--- src/rtl/pwm_channel_allocator_core_defines.svh ---
// Assertion macros shared by the channel allocator modules
`ifndef PWM_CHANNEL_ALLOCATOR_CORE_DEFINES_SVH
`define PWM_CHANNEL_ALLOCATOR_CORE_DEFINES_SVH

// same-cycle implication, sampled on clk, off while rst_n is low
`define PCA_ASSERT_NOW(lbl, pre, post) \
    lbl: assert property (@(posedge clk) disable iff (!rst_n) (pre) |-> (post)) \
        else $error("pca assertion failed");

// next-cycle implication, sampled on clk, off while rst_n is low
`define PCA_ASSERT_NEXT(lbl, pre, post) \
    lbl: assert property (@(posedge clk) disable iff (!rst_n) (pre) |=> (post)) \
        else $error("pca assertion failed");

`endif

--- src/rtl/pca_pkg.sv ---
// Types, codes and constants shared by the channel allocator modules
package pca_pkg;

    localparam int CHANNELS_DEF = 16;

    localparam logic [26:0] FREQ_MAX      = 27'd80000000;
    localparam logic [26:0] FREQ_RESET    = 27'd5000;
    localparam logic [4:0]  RES_RESET     = 5'd8;
    localparam logic [4:0]  RES_MIN       = 5'd1;
    localparam logic [4:0]  RES_MAX       = 5'd16;
    localparam logic [16:0] DUTY_MAX      = 17'd65536;
    localparam logic [26:0] SERVO_FREQ    = 27'd50;
    localparam logic [4:0]  SERVO_RES     = 5'd12;
    localparam logic [26:0] SERVO_DEG_LIM = 27'd200;
    localparam logic [26:0] SERVO_US_LIM  = 27'd4000;
    localparam logic [26:0] SERVO_US_MID  = 27'd600;
    localparam logic [16:0] SERVO_BASE    = 17'd123;
    localparam logic [8:0]  SERVO_GAIN    = 9'd369;
    localparam logic [10:0] DIV_DEG       = 11'd180;
    localparam logic [10:0] DIV_US        = 11'd1800;
    localparam int          RECIP_SHIFT   = 21;
    localparam logic [13:0] RECIP_DEG     = 14'd11650;
    localparam logic [13:0] RECIP_US      = 14'd1165;

    typedef enum logic [2:0] {
        CMD_DUTY     = 3'd0,
        CMD_SERVO    = 3'd1,
        CMD_PIN_FREQ = 3'd2,
        CMD_PIN_RES  = 3'd3,
        CMD_ALL_FREQ = 3'd4,
        CMD_ALL_RES  = 3'd5
    } cmd_code_t;

    typedef enum logic [1:0] {
        ACT_ATTACH = 2'd0,
        ACT_SETUP  = 2'd1,
        ACT_WRITE  = 2'd2
    } action_t;

    typedef enum logic [2:0] {
        K_ATTACH_CH,
        K_ATTACH_IDX,
        K_DUTY,
        K_SERVO_SETUP,
        K_SERVO_DUTY,
        K_SET_FREQ,
        K_SET_RES
    } kind_t;

    typedef enum logic [3:0] {
        S_IDLE,
        S_DISP,
        S_L_RD,
        S_L_CMP,
        S_CLAIM_RD,
        S_CLAIM_EMIT,
        S_CH_RD,
        S_ACT,
        S_SV_MUL,
        S_SV_DIV,
        S_SV_OUT,
        S_G_RD,
        S_G_CMP,
        S_FIN
    } state_t;

    typedef struct packed {
        action_t     action;
        logic [3:0]  channel;
        logic [5:0]  pin;
        logic [26:0] freq;
        logic [4:0]  res;
        logic [16:0] duty;
    } result_t;

    typedef struct packed {
        logic  load;
        logic  glob_wr;
        logic  idx_inc;
        logic  sel_ch;
        logic  rec_free;
        logic  set_ch_hit;
        logic  claim;
        logic  push;
        kind_t kind;
        logic  flush;
        logic  sv_mul;
        logic  sv_div;
    } ctrl_cmd_t;

    typedef struct packed {
        logic [2:0] command;
        logic       hit;
        logic       free_here;
        logic       free_found;
        logic       idx_last;
        logic       out_free;
        logic       pend_vld;
        logic       servo_wr;
    } ctrl_stat_t;

endpackage

--- src/rtl/pwm_channel_allocator_core.sv ---
// Top level of the PWM channel allocator: controller plus datapath
//
//  channel | valid     | stall     | fields
//  request | in_valid  | in_stall  | command, pin, value
//  result  | out_valid | out_stall | action, channel, pin_out, frequency, resolution, duty, last
//
// The lookup and global sweeps read, then check, one pin-RAM entry at a time (read state, then compare state).
// Reset: all channels free at 5000 Hz and 8 bits at once, no clearing pass.
// One request at a time; in_stall is high from acceptance until the last result is staged.
// out_stall holds the result register; the sweep waits when it must push a result while that register is held.
module pwm_channel_allocator_core #(
    parameter int CHANNELS = pca_pkg::CHANNELS_DEF
) (
    input  logic        clk,
    input  logic        rst_n,
    input  logic        in_valid,
    output logic        in_stall,
    input  logic [2:0]  command,
    input  logic [5:0]  pin,
    input  logic [26:0] value,
    output logic        out_valid,
    input  logic        out_stall,
    output logic [1:0]  action,
    output logic [3:0]  channel,
    output logic [5:0]  pin_out,
    output logic [26:0] frequency,
    output logic [4:0]  resolution,
    output logic [16:0] duty,
    output logic        last
);

    import pca_pkg::*;

    ctrl_cmd_t  cmd;
    ctrl_stat_t st;

    pca_ctrl u_ctrl (
        .clk      (clk),
        .rst_n    (rst_n),
        .in_valid (in_valid),
        .in_stall (in_stall),
        .st       (st),
        .cmd      (cmd)
    );

    pca_dp #(.CHANNELS(CHANNELS)) u_dp (
        .clk        (clk),
        .rst_n      (rst_n),
        .cmd        (cmd),
        .st         (st),
        .command    (command),
        .pin        (pin),
        .value      (value),
        .out_stall  (out_stall),
        .out_valid  (out_valid),
        .action     (action),
        .channel    (channel),
        .pin_out    (pin_out),
        .frequency  (frequency),
        .resolution (resolution),
        .duty       (duty),
        .last       (last)
    );

endmodule

--- src/rtl/pca_ram.sv ---
// Generic single-write, single-read RAM with registered read data
module pca_ram #(
    parameter int WIDTH = 8,
    parameter int DEPTH = 16
) (
    input  logic                                         clk,
    input  logic                                         we,
    input  logic [((DEPTH > 1) ? $clog2(DEPTH) : 1)-1:0] waddr,
    input  logic [WIDTH-1:0]                             wdata,
    input  logic [((DEPTH > 1) ? $clog2(DEPTH) : 1)-1:0] raddr,
    output logic [WIDTH-1:0]                             rdata
);

    logic [WIDTH-1:0] mem_reg [DEPTH];
    logic [WIDTH-1:0] rdata_reg;

    always_ff @(posedge clk)
    begin
        if (we)
        begin
            mem_reg[waddr] <= wdata;
        end
        rdata_reg <= mem_reg[raddr];
    end

    assign rdata = rdata_reg;

endmodule

--- src/rtl/pca_dp.sv ---
// Datapath: channel table, lookup scan, servo arithmetic and result staging
`include "pwm_channel_allocator_core_defines.svh"

module pca_dp #(
    parameter int CHANNELS = pca_pkg::CHANNELS_DEF
) (
    input  logic                   clk,
    input  logic                   rst_n,
    input  pca_pkg::ctrl_cmd_t     cmd,
    output pca_pkg::ctrl_stat_t    st,
    input  logic [2:0]             command,
    input  logic [5:0]             pin,
    input  logic [26:0]            value,
    input  logic                   out_stall,
    output logic                   out_valid,
    output logic [1:0]             action,
    output logic [3:0]             channel,
    output logic [5:0]             pin_out,
    output logic [26:0]            frequency,
    output logic [4:0]             resolution,
    output logic [16:0]            duty,
    output logic                   last
);

    import pca_pkg::*;

    localparam int CH_W = (CHANNELS > 1) ? $clog2(CHANNELS) : 1;
    localparam logic [CH_W-1:0] LAST_IDX = CH_W'(CHANNELS - 1);

    logic [2:0]          cmd_reg;
    logic [5:0]          pin_reg;
    logic [26:0]         value_reg;
    logic [CH_W-1:0]     idx_reg, idx_next;
    logic [CH_W-1:0]     ch_reg, ch_next;
    logic [CH_W-1:0]     free_reg, free_next;
    logic                free_found_reg, free_found_next;
    logic [CHANNELS-1:0] bound_reg, bound_next;
    logic [CHANNELS-1:0] ovr_f_reg, ovr_f_next;
    logic [CHANNELS-1:0] ovr_r_reg, ovr_r_next;
    logic [26:0]         glob_freq_reg, glob_freq_next;
    logic [4:0]          glob_res_reg, glob_res_next;
    logic [20:0]         prod_reg;
    logic                neg_reg;
    logic                us_reg;
    logic [9:0]          q0_reg;
    logic                pend_vld_reg, pend_vld_next;
    result_t             pend_reg, pend_next;
    logic                out_vld_reg, out_vld_next;
    result_t             out_reg, out_next;
    logic                out_last_reg, out_last_next;

    logic [CH_W-1:0]     rd_idx;
    logic [CH_W-1:0]     free_sel;
    logic [5:0]          pin_rd;
    logic [26:0]         freq_rd;
    logic [4:0]          res_rd;
    logic [26:0]         freq_sat;
    logic [4:0]          res_clamp;
    logic [16:0]         duty_sat;
    logic [26:0]         eff_freq;
    logic [4:0]          eff_res;
    logic                hit;
    logic                free_here;
    logic                out_free;
    logic                lt_deg;
    logic                us_hi;
    logic [11:0]         diff;
    logic [20:0]         prod_calc;
    logic [13:0]         recip;
    logic [10:0]         div_d;
    logic [34:0]         q_prod;
    logic [21:0]         rem;
    logic [9:0]          q_fix;
    logic [16:0]         sv_duty;
    logic [CH_W+3:0]     ch_wide;
    logic [CH_W+3:0]     idx_wide;
    result_t             new_res;

    assign rd_idx   = cmd.sel_ch ? ch_reg : idx_reg;
    assign free_sel = free_found_reg ? free_reg : idx_reg;

    pca_ram #(.WIDTH(6), .DEPTH(CHANNELS)) u_pin_ram (
        .clk   (clk),
        .we    (cmd.claim),
        .waddr (free_sel),
        .wdata (pin_reg),
        .raddr (rd_idx),
        .rdata (pin_rd)
    );

    pca_ram #(.WIDTH(27), .DEPTH(CHANNELS)) u_freq_ram (
        .clk   (clk),
        .we    (cmd.push && (cmd.kind == K_SET_FREQ)),
        .waddr (ch_reg),
        .wdata (freq_sat),
        .raddr (rd_idx),
        .rdata (freq_rd)
    );

    pca_ram #(.WIDTH(5), .DEPTH(CHANNELS)) u_res_ram (
        .clk   (clk),
        .we    (cmd.push && (cmd.kind == K_SET_RES)),
        .waddr (ch_reg),
        .wdata (res_clamp),
        .raddr (rd_idx),
        .rdata (res_rd)
    );

    always_comb
    begin
        freq_sat = (value_reg > FREQ_MAX) ? FREQ_MAX : value_reg;
        if (value_reg < {22'd0, RES_MIN})
        begin
            res_clamp = RES_MIN;
        end
        else if (value_reg > {22'd0, RES_MAX})
        begin
            res_clamp = RES_MAX;
        end
        else
        begin
            res_clamp = value_reg[4:0];
        end
        duty_sat  = (value_reg > {10'd0, DUTY_MAX}) ? DUTY_MAX : value_reg[16:0];
        eff_freq  = ovr_f_reg[rd_idx] ? freq_rd : glob_freq_reg;
        eff_res   = ovr_r_reg[rd_idx] ? res_rd : glob_res_reg;
        hit       = bound_reg[idx_reg] && (pin_rd == pin_reg);
        free_here = !bound_reg[idx_reg];
        out_free  = !out_vld_reg || !out_stall;
        ch_wide   = {4'd0, ch_reg};
        idx_wide  = {4'd0, idx_reg};
    end

    // servo: angle or pulse width to duty, divide by reciprocal then correct once
    always_comb
    begin
        lt_deg = value_reg < SERVO_DEG_LIM;
        us_hi  = value_reg >= SERVO_US_MID;
        if (lt_deg)
        begin
            diff = value_reg[11:0];
        end
        else if (us_hi)
        begin
            diff = 12'(value_reg - SERVO_US_MID);
        end
        else
        begin
            diff = 12'(SERVO_US_MID - value_reg);
        end
        prod_calc = {9'd0, diff} * {12'd0, SERVO_GAIN};
        recip     = us_reg ? RECIP_US : RECIP_DEG;
        div_d     = us_reg ? DIV_US : DIV_DEG;
        q_prod    = {14'd0, prod_reg} * {21'd0, recip};
        rem       = {1'b0, prod_reg} - ({12'd0, q0_reg} * {11'd0, div_d});
        q_fix     = q0_reg + {9'd0, (rem >= {11'd0, div_d})};
        sv_duty   = neg_reg ? (SERVO_BASE - {7'd0, q_fix}) : (SERVO_BASE + {7'd0, q_fix});
    end

    always_comb
    begin
        new_res.action  = ACT_ATTACH;
        new_res.channel = ch_wide[3:0];
        new_res.pin     = pin_reg;
        new_res.freq    = eff_freq;
        new_res.res     = eff_res;
        new_res.duty    = '0;
        case (cmd.kind)
            K_ATTACH_CH:
            begin
            end
            K_ATTACH_IDX:
            begin
                new_res.channel = idx_wide[3:0];
                new_res.pin     = pin_rd;
            end
            K_DUTY:
            begin
                new_res.action = ACT_WRITE;
                new_res.freq   = '0;
                new_res.res    = '0;
                new_res.duty   = duty_sat;
            end
            K_SERVO_SETUP:
            begin
                new_res.action = ACT_SETUP;
                new_res.freq   = SERVO_FREQ;
                new_res.res    = SERVO_RES;
            end
            K_SERVO_DUTY:
            begin
                new_res.action = ACT_WRITE;
                new_res.freq   = '0;
                new_res.res    = '0;
                new_res.duty   = sv_duty;
            end
            K_SET_FREQ:
            begin
                new_res.freq = freq_sat;
            end
            K_SET_RES:
            begin
                new_res.res = res_clamp;
            end
            default:
            begin
            end
        endcase
    end

    always_comb
    begin
        idx_next        = idx_reg;
        ch_next         = ch_reg;
        free_next       = free_reg;
        free_found_next = free_found_reg;
        bound_next      = bound_reg;
        ovr_f_next      = ovr_f_reg;
        ovr_r_next      = ovr_r_reg;
        glob_freq_next  = glob_freq_reg;
        glob_res_next   = glob_res_reg;
        if (cmd.load)
        begin
            idx_next        = '0;
            free_found_next = 1'b0;
        end
        if (cmd.glob_wr)
        begin
            if (cmd_reg == CMD_ALL_FREQ)
            begin
                glob_freq_next = freq_sat;
                ovr_f_next     = '0;
            end
            else
            begin
                glob_res_next = res_clamp;
                ovr_r_next    = '0;
            end
        end
        if (cmd.idx_inc)
        begin
            idx_next = idx_reg + 1'b1;
        end
        if (cmd.rec_free && !free_found_reg && free_here)
        begin
            free_next       = idx_reg;
            free_found_next = 1'b1;
        end
        if (cmd.set_ch_hit)
        begin
            ch_next = idx_reg;
        end
        if (cmd.claim)
        begin
            ch_next              = free_sel;
            bound_next[free_sel] = 1'b1;
        end
        if (cmd.push && (cmd.kind == K_SET_FREQ))
        begin
            ovr_f_next[ch_reg] = 1'b1;
        end
        if (cmd.push && (cmd.kind == K_SET_RES))
        begin
            ovr_r_next[ch_reg] = 1'b1;
        end
    end

    // staging: the newest result waits in pend until its successor or the end
    always_comb
    begin
        out_vld_next  = out_vld_reg && out_stall;
        out_next      = out_reg;
        out_last_next = out_last_reg;
        pend_vld_next = pend_vld_reg;
        pend_next     = pend_reg;
        if (cmd.push)
        begin
            if (pend_vld_reg)
            begin
                out_next      = pend_reg;
                out_last_next = 1'b0;
                out_vld_next  = 1'b1;
            end
            pend_next     = new_res;
            pend_vld_next = 1'b1;
        end
        if (cmd.flush)
        begin
            out_next      = pend_reg;
            out_last_next = 1'b1;
            out_vld_next  = 1'b1;
            pend_vld_next = 1'b0;
        end
    end

    always_ff @(posedge clk or negedge rst_n)
    begin
        if (!rst_n)
        begin
            idx_reg        <= '0;
            ch_reg         <= '0;
            free_reg       <= '0;
            free_found_reg <= 1'b0;
            bound_reg      <= '0;
            ovr_f_reg      <= '0;
            ovr_r_reg      <= '0;
            glob_freq_reg  <= FREQ_RESET;
            glob_res_reg   <= RES_RESET;
            pend_vld_reg   <= 1'b0;
            out_vld_reg    <= 1'b0;
        end
        else
        begin
            idx_reg        <= idx_next;
            ch_reg         <= ch_next;
            free_reg       <= free_next;
            free_found_reg <= free_found_next;
            bound_reg      <= bound_next;
            ovr_f_reg      <= ovr_f_next;
            ovr_r_reg      <= ovr_r_next;
            glob_freq_reg  <= glob_freq_next;
            glob_res_reg   <= glob_res_next;
            pend_vld_reg   <= pend_vld_next;
            out_vld_reg    <= out_vld_next;
        end
    end

    always_ff @(posedge clk)
    begin
        if (cmd.load)
        begin
            cmd_reg   <= command;
            pin_reg   <= pin;
            value_reg <= value;
        end
        if (cmd.sv_mul)
        begin
            prod_reg <= prod_calc;
            neg_reg  <= !lt_deg && !us_hi;
            us_reg   <= !lt_deg;
        end
        if (cmd.sv_div)
        begin
            q0_reg <= q_prod[RECIP_SHIFT+9:RECIP_SHIFT];
        end
        pend_reg     <= pend_next;
        out_reg      <= out_next;
        out_last_reg <= out_last_next;
    end

    always_comb
    begin
        st.command    = cmd_reg;
        st.hit        = hit;
        st.free_here  = free_here;
        st.free_found = free_found_reg;
        st.idx_last   = idx_reg == LAST_IDX;
        st.out_free   = out_free;
        st.pend_vld   = pend_vld_reg;
        st.servo_wr   = value_reg < SERVO_US_LIM;
    end

    assign out_valid  = out_vld_reg;
    assign action     = out_reg.action;
    assign channel    = out_reg.channel;
    assign pin_out    = out_reg.pin;
    assign frequency  = out_reg.freq;
    assign resolution = out_reg.res;
    assign duty       = out_reg.duty;
    assign last       = out_last_reg;

    `PCA_ASSERT_NOW(a_no_overwrite, (cmd.push && pend_vld_reg) || cmd.flush, out_free)
    `PCA_ASSERT_NOW(a_claim_free, cmd.claim, !bound_reg[free_sel])
    `PCA_ASSERT_NEXT(a_flush_empties, cmd.flush, !pend_vld_reg && out_vld_reg && out_last_reg)

endmodule

--- src/rtl/pca_ctrl.sv ---
// Controller: sequences lookup, claim, command action, global sweep and flush
`include "pwm_channel_allocator_core_defines.svh"

module pca_ctrl (
    input  logic                clk,
    input  logic                rst_n,
    input  logic                in_valid,
    output logic                in_stall,
    input  pca_pkg::ctrl_stat_t st,
    output pca_pkg::ctrl_cmd_t  cmd
);

    import pca_pkg::*;

    state_t state_reg, state_next;

    always_ff @(posedge clk or negedge rst_n)
    begin
        if (!rst_n)
        begin
            state_reg <= S_IDLE;
        end
        else
        begin
            state_reg <= state_next;
        end
    end

    always_comb
    begin
        state_next = state_reg;
        cmd        = '0;
        in_stall   = 1'b1;
        case (state_reg)
            S_IDLE:
            begin
                in_stall = 1'b0;
                if (in_valid)
                begin
                    cmd.load   = 1'b1;
                    state_next = S_DISP;
                end
            end
            S_DISP:
            begin
                if ((st.command == CMD_ALL_FREQ) || (st.command == CMD_ALL_RES))
                begin
                    cmd.glob_wr = 1'b1;
                    state_next  = S_G_RD;
                end
                else if (st.command <= CMD_PIN_RES)
                begin
                    state_next = S_L_RD;
                end
                else
                begin
                    state_next = S_IDLE;
                end
            end
            S_L_RD:
            begin
                state_next = S_L_CMP;
            end
            S_L_CMP:
            begin
                if (st.hit)
                begin
                    cmd.set_ch_hit = 1'b1;
                    state_next     = S_CH_RD;
                end
                else
                begin
                    cmd.rec_free = 1'b1;
                    if (st.idx_last)
                    begin
                        if (st.free_found || st.free_here)
                        begin
                            cmd.claim  = 1'b1;
                            state_next = S_CLAIM_RD;
                        end
                        else
                        begin
                            state_next = S_FIN;
                        end
                    end
                    else
                    begin
                        cmd.idx_inc = 1'b1;
                        state_next  = S_L_RD;
                    end
                end
            end
            S_CLAIM_RD:
            begin
                cmd.sel_ch = 1'b1;
                state_next = S_CLAIM_EMIT;
            end
            S_CLAIM_EMIT:
            begin
                cmd.sel_ch = 1'b1;
                cmd.kind   = K_ATTACH_CH;
                if (st.out_free)
                begin
                    cmd.push   = 1'b1;
                    state_next = S_ACT;
                end
            end
            S_CH_RD:
            begin
                cmd.sel_ch = 1'b1;
                state_next = S_ACT;
            end
            S_ACT:
            begin
                cmd.sel_ch = 1'b1;
                case (st.command)
                    CMD_DUTY:     cmd.kind = K_DUTY;
                    CMD_SERVO:    cmd.kind = K_SERVO_SETUP;
                    CMD_PIN_FREQ: cmd.kind = K_SET_FREQ;
                    default:      cmd.kind = K_SET_RES;
                endcase
                if (st.out_free)
                begin
                    cmd.push   = 1'b1;
                    state_next = (st.command == CMD_SERVO) ? S_SV_MUL : S_FIN;
                end
            end
            S_SV_MUL:
            begin
                cmd.sv_mul = 1'b1;
                state_next = S_SV_DIV;
            end
            S_SV_DIV:
            begin
                cmd.sv_div = 1'b1;
                state_next = S_SV_OUT;
            end
            S_SV_OUT:
            begin
                cmd.kind = K_SERVO_DUTY;
                if (!st.servo_wr)
                begin
                    state_next = S_FIN;
                end
                else if (st.out_free)
                begin
                    cmd.push   = 1'b1;
                    state_next = S_FIN;
                end
            end
            S_G_RD:
            begin
                state_next = S_G_CMP;
            end
            S_G_CMP:
            begin
                cmd.kind = K_ATTACH_IDX;
                if (st.free_here || st.out_free)
                begin
                    cmd.push = !st.free_here;
                    if (st.idx_last)
                    begin
                        state_next = S_FIN;
                    end
                    else
                    begin
                        cmd.idx_inc = 1'b1;
                        state_next  = S_G_RD;
                    end
                end
            end
            S_FIN:
            begin
                if (!st.pend_vld)
                begin
                    state_next = S_IDLE;
                end
                else if (st.out_free)
                begin
                    cmd.flush  = 1'b1;
                    state_next = S_IDLE;
                end
            end
            default:
            begin
                state_next = S_IDLE;
            end
        endcase
    end

    `PCA_ASSERT_NOW(a_idle_drained, state_reg == S_IDLE, !st.pend_vld)
    `PCA_ASSERT_NEXT(a_load_dispatch, cmd.load, state_reg == S_DISP)
    `PCA_ASSERT_NOW(a_push_flush_excl, cmd.push, !cmd.flush && !cmd.load)

endmodule
--- config.mk ---
export PLATFORM = sky130hd
export DESIGN_NAME = pwm_channel_allocator_core
export DESIGN_NICKNAME = d
export VERILOG_FILES = /design/src/rtl/pca_pkg.sv /design/src/rtl/pwm_channel_allocator_core.sv /design/src/rtl/pca_ram.sv /design/src/rtl/pca_dp.sv /design/src/rtl/pca_ctrl.sv
export VERILOG_INCLUDE_DIRS = /design/src /design/src/rtl
export SDC_FILE = /design/constraint.sdc
export NUM_CORES = 2
export LEC_CHECK = 0
export ABC_AREA = 1
export BUFFER_PORTS_ARGS = -buffer_cell sky130_fd_sc_hd__buf_4
export CORE_ASPECT_RATIO = 1.2
export CORE_MARGIN = 2
export CORE_UTILIZATION = 50
export CTS_BUF_LIST = sky130_fd_sc_hd__clkbuf_8
export DETAILED_ROUTE_END_ITERATION = 8
export GPL_TIMING_DRIVEN = 0
export PLACE_DENSITY = 0.71
export SYNTH_ARGS = -nofsm -noshare
export SYNTH_HDL_FRONTEND = slang
export SYNTH_HIERARCHICAL = 1
export SYNTH_SLANG_ARGS = --single-unit
--- constraint.sdc ---
create_clock -name clk -period 14.6 [get_ports clk]
set_input_delay 1.46 -clock clk [delete_from_list [all_inputs] [get_ports clk]]
set_output_delay 1.46 -clock clk [all_outputs]
set_load 0.005 [all_outputs]
Word level (Yosys, flattened, before mapping)
Memory sizes are Yosys's and may differ from the RTL's. A register that Yosys moved wholly into a read port is not among the register bits. Cells that the tools add are included.

$add $sub $neg: 7. $mul: 3. Magnitude comparators: 15. Equality and inequality tests: 31. Multiplexer cells: 95. Bitwise gates (word level): 4. Reductions and logical operators: 33.

Operators with widths (number): $mux 61 (3); $mux 16 (6); $pmux 27 s3 (1); $mux 4 (18); $pmux 4 s14 (1); $mux 27 (2); $or 16x16->16 (3); $mux 1 (39); $mux 17 (2); $pmux 17 s2 (1); $mul 21x14->31 (1); $eq 4x4->1 const B (7); $ge 27x10->1 const B (1); $gt 27x17->1 const B (1); $gt 27x27->1 const B (1); $gt 27x5->1 const B (1); $lt 27x1->1 const B (1); $lt 27x12->1 const B (1); $lt 27x8->1 const B (1); $mux 12 (2); $ge 22x11->1 (1); $sub 21x21->22 (1); $mul 10x11->21 (1); $mul 12x9->21 const B (1); other kinds (44) (91).

Register bits after elaboration: 291. Memory bits (writable): 608. Bits of input ports: 40. Output and inout bits: 64. Word-level logic and storage cells: 223. Memories: 3.

Memory list: u_dp.u_freq_ram.mem_reg (depth 16, width 27, read ports 1, clocked after Yosys merged registers in 1, wr ports 1, RTL line pca_ram.sv:14) `logic [WIDTH-1:0] mem_reg [DEPTH];`; u_dp.u_pin_ram.mem_reg (depth 16, width 6, read ports 1, clocked after Yosys merged registers in 1, wr ports 1, RTL line pca_ram.sv:14); u_dp.u_res_ram.mem_reg (depth 16, width 5, read ports 1, clocked after Yosys merged registers in 1, wr ports 1, RTL line pca_ram.sv:14).

Depth between registers and ports, before layout
Depth in word-level cells: 11. Mapped depth: 45. Gate-level depth less buffers: 44.

Cells and area by module
Netlist, hierarchy kept.

Modules (own cells, without submodules): pca_dp (instances 1, cells an instance 2898, area each 25225.4 um^2, seq. area each 8140.3 um^2); pca_ram (u_dp.u_freq_ram) (instances 1, cells an instance 1791, area each 19069.5 um^2, seq. area each 13513.0 um^2); pca_ram (u_dp.u_pin_ram) (instances 1, cells an instance 420, area each 4325.4 um^2, seq. area each 3002.9 um^2); pca_ram (u_dp.u_res_ram) (instances 1, cells an instance 355, area each 3691.0 um^2, seq. area each 2502.4 um^2); pca_ctrl (instances 1, cells an instance 120, area each 605.6 um^2, seq. area each 100.1 um^2).

Worst setup path after synthesis
Ideal clock, no wire load.

Kind: register to register. Start: register u_dp.us_reg. End: register u_dp/pend_reg[8] (netlist bit), data pin. Library setup time: 253 ps. Arrival: 6824 ps. Data required time: 14347 ps. Setup slack: 7523 ps. Cell stages (with the launch flop): 42. Path buffers: 3. Clock period less this slack: 7077 ps. Path through: edfxtp_1 -> clkbuf_1 -> clkbuf_1 -> buf_1 -> nor2_1 -> ha_1 -> fa_1 -> ha_1 -> inv_1 -> fa_1 -> inv_1 -> fa_1 -> inv_1 -> ha_1 -> nand2_1 -> inv_1 -> nand2_1 -> nand2_1 -> [6 not listed] -> nand2_1 -> nand2_1 -> nor2_1 -> nand2_1 -> ha_1 -> ha_1 -> nand2_1 -> inv_1 -> or2_2 -> inv_1 -> ha_1 -> inv_1 -> nor3_1 -> nand3_1 -> nand2_1 -> nand3_1 -> nand3_1 -> nand2_1.

RTL lines: from (decl) (RTL line pca_dp.sv:44) `logic us_reg;`; from (signal assigned) (RTL line pca_dp.sv:340) `us_reg <= !lt_deg;`; to (signal assigned) (RTL line pca_dp.sv:346) `pend_reg <= pend_next;`; to (decl) (RTL line pca_dp.sv:47) `result_t pend_reg, pend_next;`.

==> results.md <==
* Ys async rst share at 10.6%
* GRT Total Usage at 26.2%
* Area Overhead vs Synth at 11.2%
* Req. time, crit path at 15.15 ns
* TritonCTS clock tree: done
* Number of synthesized register bits at 937
* RSZ-0062 raised after global routing: false
* Final Hold Viols at 0
* Hold buffers post-CTS at 0
* R2R setup slack at 6.00 ns
* Sum Neg Setup Slack at 0 ns
* Final Slew Violations at 0
* Final GP Congestion at 0.969
* Initial DRC Count at 3803
* Post-synth top area share at 45.3%
* Residual DRC at 0
* Drt wl/cell at 19.2 µm
* Post-Route WL at 141 mm
* Startpoint Class: flop
* Vias in the first global route at 39100
* Synth Flop Type: edfxtp_1
* Worst Setup End Kind: flop
* Cts bufs inserted at 140
* First drt pass iteration count at 6
* Vias at 39200
* Core region area at 105000 µm²
* Initial antenna violation count at 2
* H-tree level count at 4
* Critical-path top delay cell: buf_1
* Yosys Warn Count at 6
* WS Path Type: reg -> reg
* Post-CTS resize count at 0
* Sink Count at 937
* Post-Syn Area at 52900 µm²
* Largest net degree at the start of global routing at 100
* Post-DP HPWL at 104 mm
* Synth area leaders: edfxtp_1, nand2_1, inv_1
* Root buffer cell: clkbuf_8
* Port-buffer cells at 103
* Worst-path maximum fanout at 10
* Worst-Skew Late Latency at 0.85 ns
* Vias per std cell at 5.32
* Die area at 108000 µm²
* Register area share after synthesis at 51.5%
* Outcome: completed
* I/O pin total at 104
* Share of layout cells above drive strength 1 at 9.39%
* Hold crit path type: in -> async
* Worst clock skew at 0.0404 ns
* # rows at 130
* Syn avg cell area at 9.48 µm²
* Post-synth EDFFs at 799
* Max Cap Violations at 0
* Slew margin rel. at 1.67%
* Commonest non-fill, non-tap cell in the layout: nand2_1
* Antenna Nets Post-Route at 0
* Final Net Count at 6407
* Hold slack final at 0.395 ns
* Post-CTS setup buffers at 0
* Min cycle time layout at 8.60 ns
* Die Y at 360 µm
* Top cell by count, worst path: nand2_1
* Most frequent cells in the layout: nand2_1, inv_1, edfxtp_1
* Worst r2r src: u_dp/us_reg$_DFFE_PP_
* Critical path startpoint: u_dp/us_reg$_DFFE_PP_
* Worst-margin pin slew at 1.47 ns
* DIE WIDTH at 301 µm
* Initial Utilization at 50.5%
* Fill cells at 9080
* Clock slew at reported path FFs at 0.06 ns
* Worst reg-to-reg path cell count at 41
* First-pass GRT wire length at 217 mm
* CTS Buffer Depth at 3
* Leading area contributor after synthesis: edfxtp_1
* CP Data Arrival Time at 9.16 ns
* Largest stage delay on the critical path at 0.56 ns
* Total congestion overflow at 0
* Final setup viols at 0
* Part of the cycle the worst path needs at 58.9%
* Cells after synthesis at 5584
* Max Freq at 116 MHz
* Worst r2r dst: u_dp/pend_reg[6]$_DFFE_PP_
* Max reg flops at 432
* Netlist cell types at 59
## Yosys cell counts, types with 38 or more instances
cell,instances
nand2_1,1385
inv_1,1142
edfxtp_1,799
nand3_1,580
ha_1,307
nor2_1,279
fa_1,197
o21ai_0,149
a21oi_1,95
dfrtp_1,93
buf_2,63
inv_2,43
clkbuf_1,39
dfxtp_1,39
xor2_1,38
## worst max-delay path: cells and delay by family (launching register included)
| family | cells | cell delay [ns] |
|---|---|---|
| adder cells (fa/ha/maj) | 10 | 3.36 |
| AND/OR/NAND/NOR | 18 | 2.17 |
| buffers and inverters | 10 | 1.79 |
| flip-flops | 1 | 0.54 |
| AO/OA/AOI/OAI | 2 | 0.30 |
| XOR/XNOR | 1 | 0.14 |
## cell families (layout without fill, tap and decap cells)
family | after synthesis | after routing | synth area share [%]
other | 2 | 9 | 0.0142
xor gates and xnor gates | 53 | 53 | 0.891
adders and majority gates | 504 | 504 | 14.7
AOI/OAI and AO/OA | 358 | 358 | 3.79
and+or+nand+nor | 2370 | 2370 | 18.8
DFF | 937 | 937 | 51.5
muxes | 1 | 1 | 0.0213
buffers and inverters | 1359 | 1742 | 10.3
## layer usage
layer  global-route usage (%)  wire (µm)  vias up
met1                     33.0      54700    18700
met2                     44.1      68500     1709
met5                        0         29        -
met4                     13.2       7250        4
met3                     3.91      10900      404
li1                         -          -    18300
## worst max path at each step
stage          slack, ns                                        to  depth (start not counted)
2_1_floorplan       7.52                u_dp/pend_reg[8]$_DFFE_PP_                         41
3_3_place_gp        3.43  u_dp/u_freq_ram/mem_reg[10][8]$_DFFE_PP_                         10
3_5_place_dp        6.05                u_dp/pend_reg[6]$_DFFE_PP_                         41
4_1_cts             6.01                u_dp/pend_reg[6]$_DFFE_PP_                         41
5_1_grt             5.37               u_dp/pend_reg[10]$_DFFE_PP_                         40
6_report            6.00                u_dp/pend_reg[6]$_DFFE_PP_                         41
## final cells by class
class                           instances  area [µm²]  area share (%)
Tap cell                             1386        1730            2.95
Clock buffer                          149        2050            3.49
Multi-Input combinational cell       3294       20400            34.7
Inverter                             1193        4490            7.63
Timing Repair Buffer                  131        1350            2.29
Buffer                                166         946            1.61
Clock inverter                        103         596            1.01
Sequential cell                       937       27300            46.3
Antenna cell                            1        2.50         0.00425
## metrics by stage
step	cell area, µm²	utilization [%]	setup slack, ns	instances
2_1_floorplan	52900	-	7.52	5590
3_3_place_gp	55400	52.9	3.43	7079
3_5_place_dp	56100	53.6	6.05	7104
4_1_cts	58800	56.1	6.01	7356
5_1_grt	58800	56.2	5.37	7360
6_report	58800	56.2	6.00	7360
Power is left out: the tool's default activity adds up to more than one toggle a clock period on the data nets, which glitch-free logic cannot reach.
